### config.mk
export PLATFORM = sky130hd
export DESIGN_NAME = efe_front
export DESIGN_NICKNAME = d
export VERILOG_FILES = /design/src/sv/efe_pkg.sv /design/src/sv/efe_front.sv
export SDC_FILE = /design/constraint.sdc
export NUM_CORES = 1
export LEC_CHECK = 0
export BUFFER_PORTS_ARGS = -buffer_cell sky130_fd_sc_hd__buf_2
export CAP_MARGIN = 30
export CORE_ASPECT_RATIO = 1.75
export CORE_MARGIN = 2
export CORE_UTILIZATION = 30
export CTS_BUF_LIST = sky130_fd_sc_hd__clkbuf_8
export CTS_CLUSTER_SIZE = 12
export DETAILED_ROUTE_END_ITERATION = 12
export GPL_TIMING_DRIVEN = 0
export PLACE_DENSITY = 0.58
export SETUP_SLACK_MARGIN = 0.1
export SYNTH_ARGS = -nofsm -noshare
export SYNTH_HDL_FRONTEND = slang
export SYNTH_SLANG_ARGS = --single-unit
### constraint.sdc
create_clock -name clk -period 7.3 [get_ports clk]
set_clock_uncertainty 0.2 [all_clocks]
set_input_delay 0.73 -clock clk [delete_from_list [all_inputs] [get_ports clk]]
set_output_delay 0.73 -clock clk [all_outputs]
set_load 0.005 [all_outputs]
### src/sv/efe_pkg.sv
// Shared types and constants of the eased fade envelope.
// No dependencies; every other file refers to it by scoped names.
package efe_pkg;

    // Width of the window length registers.
    localparam int TICK_W = 31;
    // Width of the ramp fraction t (Q0.16).
    localparam int T_BITS = 16;

    // Configuration register indexes.
    localparam logic [2:0] REG_SECTION_START = 3'd0;
    localparam logic [2:0] REG_SECTION_END   = 3'd1;
    localparam logic [2:0] REG_ENTER_TICKS   = 3'd2;
    localparam logic [2:0] REG_EXIT_TICKS    = 3'd3;
    localparam logic [2:0] REG_EASE_MODE     = 3'd4;

    // Ease codes; the codes above smoothstep act as linear.
    localparam logic [2:0] EASE_LINEAR = 3'd0;
    localparam logic [2:0] EASE_IN     = 3'd1;
    localparam logic [2:0] EASE_OUT    = 3'd2;
    localparam logic [2:0] EASE_IN_OUT = 3'd3;
    localparam logic [2:0] EASE_SMOOTH = 3'd4;

    typedef enum logic [1:0] {
        ZONE_OUTSIDE = 2'd0,
        ZONE_ENTER   = 2'd1,
        ZONE_HOLD    = 2'd2,
        ZONE_EXIT    = 2'd3
    } zone_t;

    // Control that travels alongside the data of each pipeline stage.
    typedef struct packed {
        logic  valid;
        zone_t zone;
    } tag_t;

endpackage

### src/sv/efe_front.sv
// Front stages: section test, zone choice and the divider operands.
// Uses efe_pkg. Two register stages, advancing together with the pipeline.
module efe_front #(
    parameter int FRAME_BITS = 32
) (
    input  logic                        clk,
    input  logic                        rst_n,
    input  logic                        adv,
    input  logic                        in_v,
    input  logic [FRAME_BITS-1:0]       frame,
    input  logic [FRAME_BITS-1:0]       sec_start,
    input  logic [FRAME_BITS-1:0]       sec_end,
    input  logic [efe_pkg::TICK_W-1:0]  en_eff,
    input  logic [efe_pkg::TICK_W-1:0]  ex_eff,
    output efe_pkg::tag_t               tag_out,
    output logic [efe_pkg::TICK_W-1:0]  num_out,
    output logic [efe_pkg::TICK_W-1:0]  den_out
);
    localparam int TW = efe_pkg::TICK_W;
    localparam int XS = FRAME_BITS + 1;
    localparam int CW = (XS > TW) ? XS : TW;

    logic          v1_reg;
    logic          in_sec_reg;
    logic [XS-1:0] off_reg;
    logic [XS-1:0] to_end_reg;

    logic           tag_v_reg;
    efe_pkg::zone_t tag_z_reg;
    logic [TW-1:0]  num_reg;
    logic [TW-1:0]  den_reg;

    logic          in_sec;
    logic [XS-1:0] off;
    logic [XS-1:0] to_end;
    logic          entering;
    logic          exiting;
    efe_pkg::tag_t tag_next;
    logic [TW-1:0] num_next;
    logic [TW-1:0] den_next;

    always_comb
    begin
        in_sec = ($signed(frame) >= $signed(sec_start)) && ($signed(frame) < $signed(sec_end));
        off    = {frame[FRAME_BITS-1], frame} - {sec_start[FRAME_BITS-1], sec_start};
        to_end = {sec_end[FRAME_BITS-1], sec_end} - {frame[FRAME_BITS-1], frame};
    end

    // A zero window never matches, and the enter window wins where both do.
    always_comb
    begin
        entering       = (en_eff != '0) && (CW'(off_reg) < CW'(en_eff));
        exiting        = (ex_eff != '0) && (CW'(to_end_reg) <= CW'(ex_eff));
        tag_next.valid = v1_reg;
        num_next       = '0;
        den_next       = TW'(1);
        priority if (!in_sec_reg)
        begin
            tag_next.zone = efe_pkg::ZONE_OUTSIDE;
        end
        else if (entering)
        begin
            tag_next.zone = efe_pkg::ZONE_ENTER;
            num_next      = TW'(off_reg);
            den_next      = en_eff;
        end
        else if (exiting)
        begin
            tag_next.zone = efe_pkg::ZONE_EXIT;
            num_next      = ex_eff - TW'(to_end_reg);
            den_next      = ex_eff;
        end
        else
        begin
            tag_next.zone = efe_pkg::ZONE_HOLD;
        end
    end

    always_ff @(posedge clk or negedge rst_n)
    begin
        if (!rst_n)
        begin
            v1_reg    <= 1'b0;
            tag_v_reg <= 1'b0;
        end
        else if (adv)
        begin
            v1_reg    <= in_v;
            tag_v_reg <= tag_next.valid;
        end
    end

    always_ff @(posedge clk)
    begin
        if (adv)
        begin
            in_sec_reg <= in_sec;
            off_reg    <= off;
            to_end_reg <= to_end;
            tag_z_reg  <= tag_next.zone;
            num_reg    <= num_next;
            den_reg    <= den_next;
        end
    end

    assign tag_out = '{valid: tag_v_reg, zone: tag_z_reg};
    assign num_out = num_reg;
    assign den_out = den_reg;

endmodule

Word level (Yosys, flattened, before mapping)
Cells that the tools add are included.
{"block": "op_classes", "reduce_logical": 6, "n_lt_le_gt_ge": 4, "addsub": 3, "eq_ne": 0, "bitwise": 1, "n_shift": 0, "mul": 0, "div": 0, "n_mux": 6}
{"op": "$mux 31", "count": 4}
{"op": "$sub 32x32->33", "count": 2}
{"op": "$reduce_bool 31->1", "count": 2}
{"op": "$le 33x31->1", "count": 1}
{"op": "$lt 33x31->1", "count": 1}
{"op": "$ge 32x32->1", "count": 1}
{"op": "$lt 32x32->1", "count": 1}
{"op": "$sub 31x31->31", "count": 1}
{"op": "$logic_and 1x1->1", "count": 3}
{"op": "$mux 1", "count": 2}
{"op": "$reduce_or 2->1", "count": 1}
{"op": "$not 1->1", "count": 1}
{"block": "totals", "wordCells": 29, "out_inout_bits": 65, "reg_bits": 133, "inputBits": 162, "rom_bits": 0, "mem_count": 0, "ramBits": 0, "latchBits": 0}

Logic depth before layout (Yosys ltp)
{"block": "logic_depth", "word_depth": 4, "mapped_depth": 13, "mapped_depth_nobuf": 12}

Worst setup path before layout
Ideal clock, no wire load.
{"block": "synth_timing", "kind": "input port to flip-flop", "from": "in ex_eff[1] in the netlist's numbering", "to": "reg num_reg[29], in the netlist num_out[29], data pin", "n_path_buf": 0, "arrival_time_ns": 3.116, "path_slack_ns": 3.728, "required_time_ns": 6.844, "cell_stages": 11, "setup_ns": 0.256, "cell_sequence": "inv_1 ha_1 nor2b_1 o31a_1 o31a_1 o41ai_1 o31ai_1 a21boi_1 o221ai_1 xor2_1 a22o_1"}
{"block": "synth_between", "elab_chain_len": 4, "elab_cells_between_ends": 6, "cone_classes": "1 x add/sub; 1 x order compare; 2 x mux; 2 x reduce/logical"}
{"element": "start, declared", "line": "efe_front.sv:14", "text": "input logic [efe_pkg::TICK_W-1:0] ex_eff,"}
{"element": "$le 33x31->1 or $reduce_bool 31->1 (tied branches)", "line": "efe_front.sv:53", "text": "exiting = (ex_eff != '0) && (CW'(to_end_reg) <= CW'(ex_eff));"}
{"element": "$logic_and 1x1->1", "line": "efe_front.sv:53"}
{"element": "$mux 31 *", "line": "efe_front.sv:67", "text": "else if (exiting)"}
{"element": "$mux 31 *", "line": "efe_front.sv:61", "text": "else if (entering)"}
{"element": "end signal, assigned", "line": "efe_front.sv:101", "text": "num_reg <= num_next;"}
{"element": "end, declared", "line": "efe_front.sv:30", "text": "logic [TW-1:0] num_reg;"}
Mark *: on every way between the ends. The rest lies on a longest branch, timed or not.
A chain may end at the register's enable or synchronous reset.

Worst setup path after layout
{"block": "layout_timing", "from": "in ex_eff[22] in the netlist's numbering", "to": "reg num_reg[9], in the netlist num_out[9], data pin"}
{"block": "layout_between", "elab_chain_len": 4, "elab_cells_between_ends": 5, "cone_classes": "1 x order compare; 2 x mux; 2 x reduce/logical"}
{"element": "$le 33x31->1 or $reduce_bool 31->1 (tied branches)", "line": "efe_front.sv:53"}
{"element": "$logic_and 1x1->1 *", "line": "efe_front.sv:53"}
{"element": "$mux 31 *", "line": "efe_front.sv:67"}
{"element": "$mux 31 *", "line": "efe_front.sv:61"}
Marked as above.

==> flow_summary.ini <==
[power]
power_frac_seq_pct = 37.7
combPwrFrac_pct = 36.7
internal_power_mw = 1.77
peakVddDrop_uv = 114
powerDensity_nw_per_um2 = 198
total_power_mw = 2.72
netSwitchingPower_mw = 0.951
clkPwrFrac_pct = 25.6
p_leak_nw = 6.58
p_sw_share_pct = 35.0

[synthesis]
synth_seq_area_share_pct = 34.5
yosysUniqueCellTypes = 66
synth_edf_count = 131
ys_warn_count = 0
synth_flop_cell = edfxtp_1
avgSynthCellArea_sq_um = 8.94
synthCells = 1290
yosysTopAreaCell = edfxtp_1
synth_nets = 1612
async_reset_ff_share_pct = 1.50
synth.top_cell.area_share_pct = 34.1
synth_area_sq_um = 11500
synth.area.top_cells = edfxtp_1 34%, ha_1 17%, inv_1 6.1%
ys_ff_latch = 133

[detailed_routing]
ant_nets = 0
drtIter0Drc = 602
routed_wl_um = 40200
drcViolationCount = 0
dr.pass1.iters = 5
routed_via_density = 5.04
via_count = 10269
wl_per_cell_um = 19.7

[global_routing]
overflow = 0
antenna_found_initial = 1
grt_max_degree = 85
grtUsageTotal_pct = 19.8
grt_pass1_wl_um = 60300
grt_pass1_vias = 10615

[final_layout]
drive_gt1_share_pct = 17.7
syn_to_final_growth_pct = 19.4
finalNonFillerCells = 2037
nFillCells = 3992
design_area_sq_um = 13800
fin_nets = 1860

[sta]
finalMaxSlewViolations = 0
rsz0062_at_grt = no
worst_slack_ps = 2940
worst_pin_slew_ps = 794
fin_crit_sh_pct = 59.7
setup_viol = 0
finalSetupTns_ps = 0
fmax_mhz = 230
finalHoldViolCount = 0
relSlewSlack_pct = 46.4
fin_crit_ps = 4360

[worst_setup_path]
rrSetupSlack_ps = 2990
path_delay_family = compound AO/OA/AOI/OAI gates
critPathMaxStageDelay_ps = 630
crit_required_ps = 7360
reg2reg_depth = 12
crit_path_end_kind = register
cp-start-kind = input port
cp.buffers_inverters = 5
rr_endpoint = num_out[9]
cp_max_fo = 10
crit_slowest_cell = a2111oi_0
crit_path_cell_trace = buf_2 -> inv_1 -> ha_1 -> clkbuf_1 -> a21oi_1 -> o21ai_0 -> a2111oi_0 -> a211oi_1 -> nor4_1 -> o22ai_1 -> nor3b_4 -> inv_4 -> buf_6 -> o21ai_1
crit_type = input port to register
arrival_ps = 4420
regToRegStartpoint = to_end_reg[24]

[placed_design]
placed_cells = 2003
hpwl_um = 35000
dpl_cell_area_sq_um = 13300
preCtsSetupSlack_ps = 2430
port_buffers = 226
place_congestion = 0.925

[worst_hold_path]
min_from = in_v
min_to = v1_reg
hold_depth = 2
hold_path.class = input port to register

[cts]
post_cts_buffers = 0
ctsRootBufferMaster = clkbuf_8
numCtsBuffers = 17
clkTransAtPathRegs_ps = 80
cts_resized = 0
clockBufferDepth = 2
cts_max_level = 4
cts_tree = done
cts.sinks = 133
worstSkewPairLatency_ps = 470

[floorplan]
die_h_um = 263
fp.dieArea_sq_um = 40100
num_rows = 95
io_pins = 227
fp.dieW_um = 152
core_sq_um = 38200
start_util_pct = 30.2

[run_status]
outcome = completed

[run]
max_cap_viol_count = 0
[metal layers]
layer	track usage (%)	share of wire (%)
met1	20.0	37
met2	39.1	56
met3	2.58	3.0
met4	9.37	4.4
met5	0	0
[metrics by stage]
stage | utilization (%) | hold WS, ps
6_report | 36.1 | 304
5_1_grt | 36.1 | 267
4_1_cts | 36.1 | 263
3_5_place_dp | 34.9 | 297
3_3_place_gp | 34.8 | 285
2_1_floorplan | - | 234
[cell usage in the layout (no fill, tap or decap), types with 46 or more instances in the layout]
| cell type | instances |
|---|---|
| buf_2 | 227 |
| inv_1 | 189 |
| ha_1 | 157 |
| edfxtp_1 | 131 |
| nand2_1 | 106 |
| a21oi_1 | 92 |
| o21ai_0 | 67 |
| nor2_1 | 60 |
| a21o_1 | 54 |
| o21ai_1 | 50 |
| xnor2_1 | 46 |
[cell type report]
cell class                      instances  area (sq um)  share of cell area, %
Antenna cell                            1          2.50                 0.0182
Buffer                                 30           155                   1.13
Clock buffer                           17           234                   1.70
Clock inverter                         15           213                   1.54
Inverter                              189           712                   5.17
Multi-Input combinational cell        938          6680                   48.5
Sequential cell                       133          3980                   28.9
Tap cell                              485           607                   4.41
Timing Repair Buffer                  229          1180                   8.57
[worst register-to-register path: stages, from the launching register on]
cell,delay (ps)
edfxtp_1,410
ha_1,280
clkbuf_1,240
a21oi_1,190
o21ai_0,210
a2111oi_0,630
a211oi_1,160
nor4_1,310
o22ai_1,230
nor3b_4,540
inv_4,190
buf_6,210
o21ai_1,300
[power by group through the flow]
stage,clock (mW),combinational [mW],sequential [mW]
6_report,0.696,0.999,1.03
3_3_place_gp,0,0.984,1.04
3_5_place_dp,0,0.993,1.04
2_1_floorplan,0,0.646,1.02
5_1_grt,0.750,1.11,1.04
4_1_cts,0.719,0.999,1.03
[worst max path at each step]
stage | startpoint | endpoint | slack (ps) | cells past startpoint
final | ex_eff[22] | num_out[9] | 2940 | 14
after global routing | ex_eff[22] | num_out[13] | 2680 | 13
after CTS | to_end_reg[24] | num_out[30] | 2920 | 11
after detailed placement | ex_eff[22] | num_out[30] | 2430 | 13
after global placement | ex_eff[2] | num_out[30] | 1850 | 12
after floorplan | ex_eff[1] | num_out[29] | 3730 | 11
[what timing repair did]
item / 4_1_cts / 5_1_grt
hold endpoints to repair: 2 / 0
hold buffers: 1 / 0
endpoints found under the setup margin: 0 / 0
[cell families (layout without fill, tap and decap cells)]
| logic type | Yosys count | count (layout) | share of synthesized area (%) |
|---|---|---|---|
| xor+xnor | 74 | 74 | 5.62 |
| flops | 133 | 133 | 34.5 |
| simple gates | 309 | 309 | 13.0 |
| mux | 5 | 5 | 0.456 |
| fa+ha+maj | 160 | 160 | 17.6 |
| other cells | 0 | 1 | 0 |
| compound gates | 390 | 390 | 21.3 |
| buf+inv | 219 | 480 | 7.52 |
[Yosys cell counts (17+ instances only)]
library cell / number
nand4_1: 25
o21ai_0: 67
nand3_1: 19
ha_1: 157
inv_1: 188
edfxtp_1: 131
o21ai_1: 50
nor2_1: 60
a21o_1: 54
xnor2_1: 46
a21oi_1: 92
nor4_1: 17
xor2_1: 28
nand2_1: 106
and3_1: 18
clkbuf_1: 23
o21a_1: 30
Note: power is estimated with default switching activity, not from simulation.
