### src/sv/efe_pkg.sv
// Shared types and constants of the eased fade envelope.
// No dependencies; every other file refers to it by scoped names.
package efe_pkg;

    // Width of the window length registers.
    localparam int TICK_W = 31;
    // Width of the ramp fraction t (Q0.16).
    localparam int T_BITS = 16;

    // Configuration register indexes.
    localparam logic [2:0] REG_SECTION_START = 3'd0;
    localparam logic [2:0] REG_SECTION_END   = 3'd1;
    localparam logic [2:0] REG_ENTER_TICKS   = 3'd2;
    localparam logic [2:0] REG_EXIT_TICKS    = 3'd3;
    localparam logic [2:0] REG_EASE_MODE     = 3'd4;

    // Ease codes; the codes above smoothstep act as linear.
    localparam logic [2:0] EASE_LINEAR = 3'd0;
    localparam logic [2:0] EASE_IN     = 3'd1;
    localparam logic [2:0] EASE_OUT    = 3'd2;
    localparam logic [2:0] EASE_IN_OUT = 3'd3;
    localparam logic [2:0] EASE_SMOOTH = 3'd4;

    typedef enum logic [1:0] {
        ZONE_OUTSIDE = 2'd0,
        ZONE_ENTER   = 2'd1,
        ZONE_HOLD    = 2'd2,
        ZONE_EXIT    = 2'd3
    } zone_t;

    // Control that travels alongside the data of each pipeline stage.
    typedef struct packed {
        logic  valid;
        zone_t zone;
    } tag_t;

endpackage

### src/sv/efe_div_cell.sv
// One cell of the divider chain: a single restoring step that yields one bit of t.
// Uses efe_pkg for the stage tag.
module efe_div_cell #(
    parameter int DW = 31,
    parameter int QW = 16
) (
    input  logic           clk,
    input  logic           rst_n,
    input  logic           adv,
    input  efe_pkg::tag_t  tag_in,
    input  logic [DW-1:0]  rem_in,
    input  logic [DW-1:0]  den_in,
    input  logic [QW-1:0]  q_in,
    output efe_pkg::tag_t  tag_out,
    output logic [DW-1:0]  rem_out,
    output logic [DW-1:0]  den_out,
    output logic [QW-1:0]  q_out
);
    logic           tag_v_reg;
    efe_pkg::zone_t tag_z_reg;
    logic [DW-1:0]  rem_reg;
    logic [DW-1:0]  den_reg;
    logic [QW-1:0]  q_reg;

    logic [DW:0]   rem_sh;
    logic          q_bit;
    logic [DW-1:0] rem_next;

    // The remainder stays below the divisor, so the shifted value is under twice it.
    always_comb
    begin
        rem_sh   = {rem_in, 1'b0};
        q_bit    = rem_sh >= {1'b0, den_in};
        rem_next = q_bit ? DW'(rem_sh - {1'b0, den_in}) : rem_sh[DW-1:0];
    end

    always_ff @(posedge clk or negedge rst_n)
    begin
        if (!rst_n)
        begin
            tag_v_reg <= 1'b0;
        end
        else if (adv)
        begin
            tag_v_reg <= tag_in.valid;
        end
    end

    always_ff @(posedge clk)
    begin
        if (adv)
        begin
            tag_z_reg <= tag_in.zone;
            rem_reg   <= rem_next;
            den_reg   <= den_in;
            q_reg     <= {q_in[QW-2:0], q_bit};
        end
    end

    assign tag_out = '{valid: tag_v_reg, zone: tag_z_reg};
    assign rem_out = rem_reg;
    assign den_out = den_reg;
    assign q_out   = q_reg;

endmodule

### config.mk
export PLATFORM = sky130hd
export DESIGN_NAME = efe_div_cell
export DESIGN_NICKNAME = d
export VERILOG_FILES = /design/src/sv/efe_pkg.sv /design/src/sv/efe_div_cell.sv
export SDC_FILE = /design/constraint.sdc
export NUM_CORES = 1
export LEC_CHECK = 0
export BUFFER_PORTS_ARGS = -buffer_cell sky130_fd_sc_hd__clkbuf_2
export CAP_MARGIN = 10
export CORE_MARGIN = 8
export CORE_UTILIZATION = 48
export CTS_CLUSTER_SIZE = 25
export DETAILED_ROUTE_END_ITERATION = 8
export PLACE_DENSITY_LB_ADDON = 0.2
export SETUP_SLACK_MARGIN = 0.05
export SLEW_MARGIN = 20
export SYNTH_ARGS = -nofsm -noshare
export SYNTH_HDL_FRONTEND = slang
export SYNTH_SLANG_ARGS = --single-unit
### constraint.sdc
create_clock -name clk -period 2.21 [get_ports clk]
set_input_delay 0.3315 -clock clk [delete_from_list [all_inputs] [get_ports clk]]
set_output_delay 0.3315 -clock clk [all_outputs]
set_load 0.03 [all_outputs]
# Yosys cells after proc, flatten, opt, wreduce, memory -nomap -nowiden
# Index checks and enable logic that the tools add are counted.
[word_totals]
regBits = 81
input_bits = 84
output_inout_bits = 81
[op_classes]
n_addsub = 1
magnitude_cmp = 1
muxes = 1
[op_table]
columns = ["cell", "n"]
rows = [
  ["$ge A32 B31 Y1", 1],
  ["$mux W31", 1],
  ["$sub A31 B31 Y31", 1],
]

# Longest topological paths before layout
# Gate-level depths: netlist of run 1.
[logic_depth]
depth_word = 2
mapped_depth = 13
mapped_depth_nobuf = 11

# Worst setup path before layout of run 1
# OpenSTA, ideal clock, no wires.
[synth_timing]
path_type = "input port to flip-flop"
start = "input port den_in[0]"
end = "register rem_reg[10], in the netlist rem_out[10], data pin"
setup_time_ps = 261
arrival_time_ps = 2353
t_required_ps = 1949
path_slack_ps = -404
path_stages = 12
path_cell_list = "inv_1 fa_1 a21o_1 a221oi_2 a31o_2 a21oi_1 o221a_2 nor2_4 inv_4 buf_2 nor2_1 a21oi_1"
[synth_via]
elab_chain_len = 2
elab_cells_between_ends = 3
cone_classes = "1 x add/sub; 1 x order compare; 1 x mux"
[synth_rtl]
columns = ["element", "line", "rtl"]
rows = [
  ["from (decl)", "efe_div_cell.sv:12", "input logic [DW-1:0] den_in,"],
  ["$sub A31 B31 Y31 / $ge A32 B31 Y1 (equally long branches)", "efe_div_cell.sv:34, efe_div_cell.sv:33", ""],
  ["$mux W31 (*)", "efe_div_cell.sv:34", "rem_next = q_bit ? DW'(rem_sh - {1'b0, den_in}) : rem_sh[DW-1:0];"],
  ["via rem_next[10]", "efe_div_cell.sv:27", "logic [DW-1:0] rem_next;"],
  ["to (signal assigned)", "efe_div_cell.sv:54", "rem_reg <= rem_next;"],
  ["to (decl)", "efe_div_cell.sv:21", "logic [DW-1:0] rem_reg;"],
]
# Mark *: on every way through the listed nets, which the timed path passes. The rest lies on a longest branch.
# A chain may end at the register's enable or synchronous reset.

# Worst setup path after layout of run 1
[layout_timing]
start = "input port den_in[0]"
end = "register rem_reg[2], in the netlist rem_out[2], data pin"
# The elaborated chain is that of the path after synthesis.

==> results of run 1 <==
## layer usage
metal,track usage,vias up
li1,-,2135
met1,0.240,2129
met2,0.362,153
met3,0.0464,23
met4,0.0804,0
met5,0,-
## kinds of logic (layout without fill, tap and decap cells)
logic type	Yosys count	in the layout	synth area share
fa+ha+maj	32	32	0.0856
buf+inv	54	342	0.0628
simple gates	104	104	0.102
mux	2	2	0.00446
xor+xnor	26	26	0.0478
compound gates	125	125	0.188
flops	81	81	0.509
## power breakdown
part           leakage [nW]  internal, mW  switching, mW
registers             0.795          1.89         0.0451
logic                  2.44         0.725           1.03
clock network        0.0848         0.427          0.621
total                  3.32          3.05           1.70
## cell type report
| cell class | count | area share |
|---|---|---|
| Clock inverter | 7 | 0.00847 |
| Clock buffer | 9 | 0.0175 |
| Tap cell | 133 | 0.0235 |
| Timing Repair Buffer | 282 | 0.257 |
| Multi-Input combinational cell | 289 | 0.320 |
| Sequential cell | 81 | 0.342 |
| Inverter | 41 | 0.0258 |
| Timing Repair inverter | 3 | 0.00582 |
## cells in the final DEF (no fill, tap or decap), types with 7 or more instances in the layout
cell	synthesis	layout
a21o_1	13	12
xnor2_1	14	13
a21oi_1	47	39
ha_1	31	28
xor2_1	12	11
o21ai_0	9	8
nand3_1	7	7
nor2_2	1	11
nand2_1	31	28
clkbuf_2	0	161
buf_4	1	110
a21oi_2	1	9
clkbuf_8	2	9
inv_1	40	38
edfxtp_1	80	80
nor2_1	37	22
o21ai_2	6	7
## critical path, cell delays in order
cell and delay (ns):
clkbuf_16 0.12, inv_12 0.03, fa_2 0.38, a21o_1 0.20, a221oi_4 0.29, a31o_4 0.23, a21oi_2 0.06, o221a_2 0.25
nor2_4 0.10, buf_12 0.19, buf_12 0.16, o21ai_2 0.06
## repair_timing
item,4_1_cts,5_1_grt
hold endpoints to repair,1,0
gates cloned,3,0
gates resized for setup,35,27
setup endpoints to repair,32,32
pin swaps,12,15
setup buffers,2,7
hold buffers,1,0
## worst paths after layout
kind	start	to	slack, ns	cells after the start
setup / recovery	den_in[0]	rem_out[2]	-0.09	12
hold / removal	q_in[2]	q_out[3]	0.13	1
setup reg to reg	tag_v_reg	tag_v_reg	1.43	1
hold reg to reg	tag_v_reg	tag_v_reg	0.56	1
max in group asynchronous	rst_n	tag_v_reg	1.86	2
min in group asynchronous	rst_n	tag_v_reg	0.26	2
## per-stage QoR
step | setup WS (ns) | total power, mW | instance area [µm²]
floorplan | -0.282 | 2.97 | 4850
global placement | -0.557 | 3.53 | 6530
detailed placement | -0.657 | 3.57 | 6530
CTS | -0.0775 | 4.69 | 6910
global route | -0.180 | 4.95 | 7090
finish | -0.0939 | 4.74 | 7090
==> metrics, run 1 <==
status=finished, violations left; failing checks=negative setup slack; Avg Cell Area, Syn=~11 µm²; number of global-route vias before repair=4545; RSZ-0062 raised after global routing=yes; Synth Instances=424; GRT Util Overall=0.207; later-pin clock latency in the skew report=0.37 ns; post-synth net total=540; pwr dens=669 mW/mm²; Setup crit end kind=flop; multi-input logic area=between 0.002 and 0.0025 mm²; CORE AREA=0.00968 mm²; Critical Path RT=2.33 ns; Layout Area Growth over Synthesis=48.9%; clock skew=0 ns; die footprint=0.0134 mm²; period utilisation layout=1.04; synth cell count leaders=80 x edfxtp_1, 47 x a21oi_1, 40 x inv_1, 37 x nor2_1; fin crit period=2.30 ns; # setup viols final=32; number of synthesized register bits=81; via density per instance=5.25; top cells by area, synth=edfxtp_1 50%, ha_1 8.1%, a21oi_1 4.9%, inv_1 3.2%, nor2_1 2.9%; EDFF count, synth=80; PortBufs=163; Die Width=116 µm; Arr. time, crit path=2.42 ns; Starting Density=0.492; M1 WL=5640 µm; final core utilization=0.732; hpwl dp=10400 µm; clock buffer depth=2; first-pass GRT wire length=21600 µm; remaining global-route overflow=0; CTS Sinks=81; sequential area share after synthesis=0.509; htree depth=3; max layer used=met4; final hold viol count=0; Critical Path Start Type=primary input; Slew Limit Fails=0; layout cells sized above 1=0.517; Seq. cell area=0.00243 mm²; Inst Count DP=816; critical-path maximum fanout=13; Pre-antenna DRT Iters=5; Worst-path clk slew=0.09 ns; CTS root buffer=clkbuf_8; initial DRC count=273; met2 routed WL=7170 µm; Lkg Pwr=3.32 nW; min-delay worst type=primary input to flop; I/O pin count=165; met3 wire length=1030 µm; CTS tree=yes; # DRC=0; final WL=14100 µm; maxcap violations=0; largest area contributor in the netlist=edfxtp_1; Primary FF master, synth=edfxtp_1; Hold WS=0.132 ns; ant diodes=0; initial antenna violation count=0; Placer Congestion=0.930; Synth cell types=70; # rows=36; largest net degree at the start of global routing=32; Routed Antenna Nets=0; total negative slack=-2.29 ns; Worst Tran Pin Value=roughly 0.47 ns; post-synth top area share=0.504; vias after detailed routing=4440; clock buffer count from CTS=9; height of the die=~120 µm; Max IR drop VDD=343 µV; Max Freq=434 MHz; total of warnings raised by yosys=0; crit path kind=primary input to flop; Rel. slew slack=0.690; final setup margin=-0.0939 ns; Post-Syn Area=0.00476 mm²; Final #Nets=between 800 and 900; cell with the most instances after synthesis=edfxtp_1; Routed WL per cell=approximately 17 µm; Finished Layout Cells=845; asr flop ratio synth=0.0123; Fill cells=approximately 700
No activity file was read; power rests on OpenSTA's default activity.
==> run 2: changes to the inputs <==
clock period = 2.54 ns   (was 2.21 ns; I/O delays follow)
==> metrics, run 2 (same netlist as run 1, synthesis figures left out) <==
P_int=2.58 mW; # DRC=0; Finished Layout Cells=around 800; placed cell area=0.00623 mm²; initial DRC count=around 170; crit-path cells=clkbuf_2 -> inv_1 -> ha_4 -> a21o_4 -> a2111oi_4 -> a2111oi_2 -> o31a_2 -> o22ai_4 -> o21ai_1 -> xnor2_1 -> a21oi_1; via density per instance=5.18; # rows=36; CP max-delay cell=o31a_2; later-pin clock latency in the skew report=0.37 ns; Slew Limit Fails=0; final WL=roughly 13000 µm; Placer Congestion=0.918; CP max stage delay=0.40 ns; Die Width=between 100 and 150 µm; number of global-route vias before repair=around 4100; final hold viol count=0; critical-path maximum fanout=3; Critical Path Start Type=primary input; period utilisation layout=0.961; status=completed; Starting Density=0.492; Rel. slew slack=0.567; die footprint=0.0134 mm²; most common cell after layout, fill and taps aside=clkbuf_2; Setup crit end kind=flop; RSZ-0062 raised after global routing=yes; GRT Util Overall=0.183; layout cells sized above 1=0.446; maxcap violations=0; CTS tree=yes; Max IR drop VDD=290 µV; share of power burned in registers=0.423; Routed Antenna Nets=0; clock buffer depth=2; CORE AREA=roughly 0.0097 mm²; Clk network pwr share=0.229; htree depth=3; Arr. time, crit path=around 2.6 ns; R2R setup slack=about 1.8 ns; Final Cell Area=0.00659 mm²; initial antenna violation count=0; Net Switching=1.41 mW; Critical Path RT=2.66 ns; Pre-antenna DRT Iters=4; I/O pin count=165; vias after detailed routing=4164; Inst Count DP=slightly below 800; min-delay worst type=primary input to flop; Final #Nets=782; PortBufs=between 150 and 200; final setup margin=0.0998 ns; ant diodes=0; pre-CTS WS=-0.425 ns; first-pass GRT wire length=19400 µm; switching share of power=0.354; Worst-path clk slew=0.10 ns; Layout Area Growth over Synthesis=38.4%; most frequent cells in the layout=161 x clkbuf_2, 80 x edfxtp_1, 75 x buf_4; # setup viols final=0; remaining global-route overflow=0; largest net degree at the start of global routing=51; Combinational Power Share=0.348; Fill cells=774; CTS Sinks=81; Lkg Pwr=3.09 nW; Tot Pwr=between 3 and 4 mW; crit path kind=primary input to flop; clock skew=0 ns; final core utilization=0.681; fin crit period=2.44 ns; CTS root buffer=clkbuf_8; pwr dens=about 600 mW/mm²; clock buffer count from CTS=9; height of the die=116 µm; Worst Tran Pin Value=~0.65 ns; hpwl dp=9940 µm; Routed WL per cell=16.2 µm; Max Freq=410 MHz
## run 2: cell types whose count changed in the layout (fill, tap and decap cells not counted), sizes merged
cell / delta
clkbuf: -1
buf: -39
clkinv: +2
clkinvlp: -1
inv: -2
## run 2: through the flow
step	setup TNS [ns]	hold slack (ns)
after floorplan	-0.00187	0.0854
after global placement	-8.85	0.155
after detailed placement	-11.54	0.160
after CTS	0	0.160
after global routing	0	0.160
final	0	0.177
## run 2: area by class of cell
cell class              count  area (µm²)  share of cell area
clock buffers               9         124              0.0188
clock inverters             7        61.3             0.00930
inverters                  41         179              0.0271
multi-input cells         289        2140               0.325
flip-flops and latches     81        2430               0.368
well taps                 133         166              0.0252
repair buffers            242        1470               0.223
repair inverters            2        20.0             0.00304
## run 2: worst paths after layout
path | start | to | cells past startpoint
min in group asynchronous | rst_n | tag_v_reg | 2
min reg2reg | tag_v_reg | tag_v_reg | 1
max in group asynchronous | rst_n | tag_v_reg | 2
max | den_in[4] | rem_out[25] | 11
min | q_in[2] | q_out[3] | 1
max reg2reg | tag_v_reg | tag_v_reg | 1
## run 2: timing repair
item                       4_1_cts  5_1_grt
setup endpoints to repair       23       31
hold endpoints to repair         1        0
hold buffers                     1        0
gates resized for setup          2       12
setup buffers                    0        8
pin swaps                        1        7
gates cloned                     0        2
## run 2: power groups by stage
stage | Combinational, mW | Clock, mW | Sequential, mW
finish | 1.39 | 0.914 | 1.69
CTS | 1.33 | 0.941 | 1.69
global placement | 1.30 | 0 | 1.71
detailed placement | 1.33 | 0 | 1.72
floorplan | 0.570 | 0 | 2.01
global route | 1.49 | 0.980 | 1.70
## run 2: worst max-delay path, delay by kind of cell
family / cells / cell delay, ns
AO/OA/AOI/OAI: 7 / 1.59
XOR/XNOR: 1 / 0.19
adder cells (fa/ha/maj): 1 / 0.21
buffers and inverters: 2 / 0.17
## run 2: routing by layer
metal | global-route usage | part of all wire | wire [µm] | vias to the layer above
met5 | 0 | 0 | 0 | -
met4 | 0.0666 | 0.021 | 267 | 0
met3 | 0.0474 | 0.083 | 1080 | 17
met2 | 0.312 | 0.49 | 6310 | 160
met1 | 0.219 | 0.41 | 5350 | 1940
li1 | - | - | - | 2047
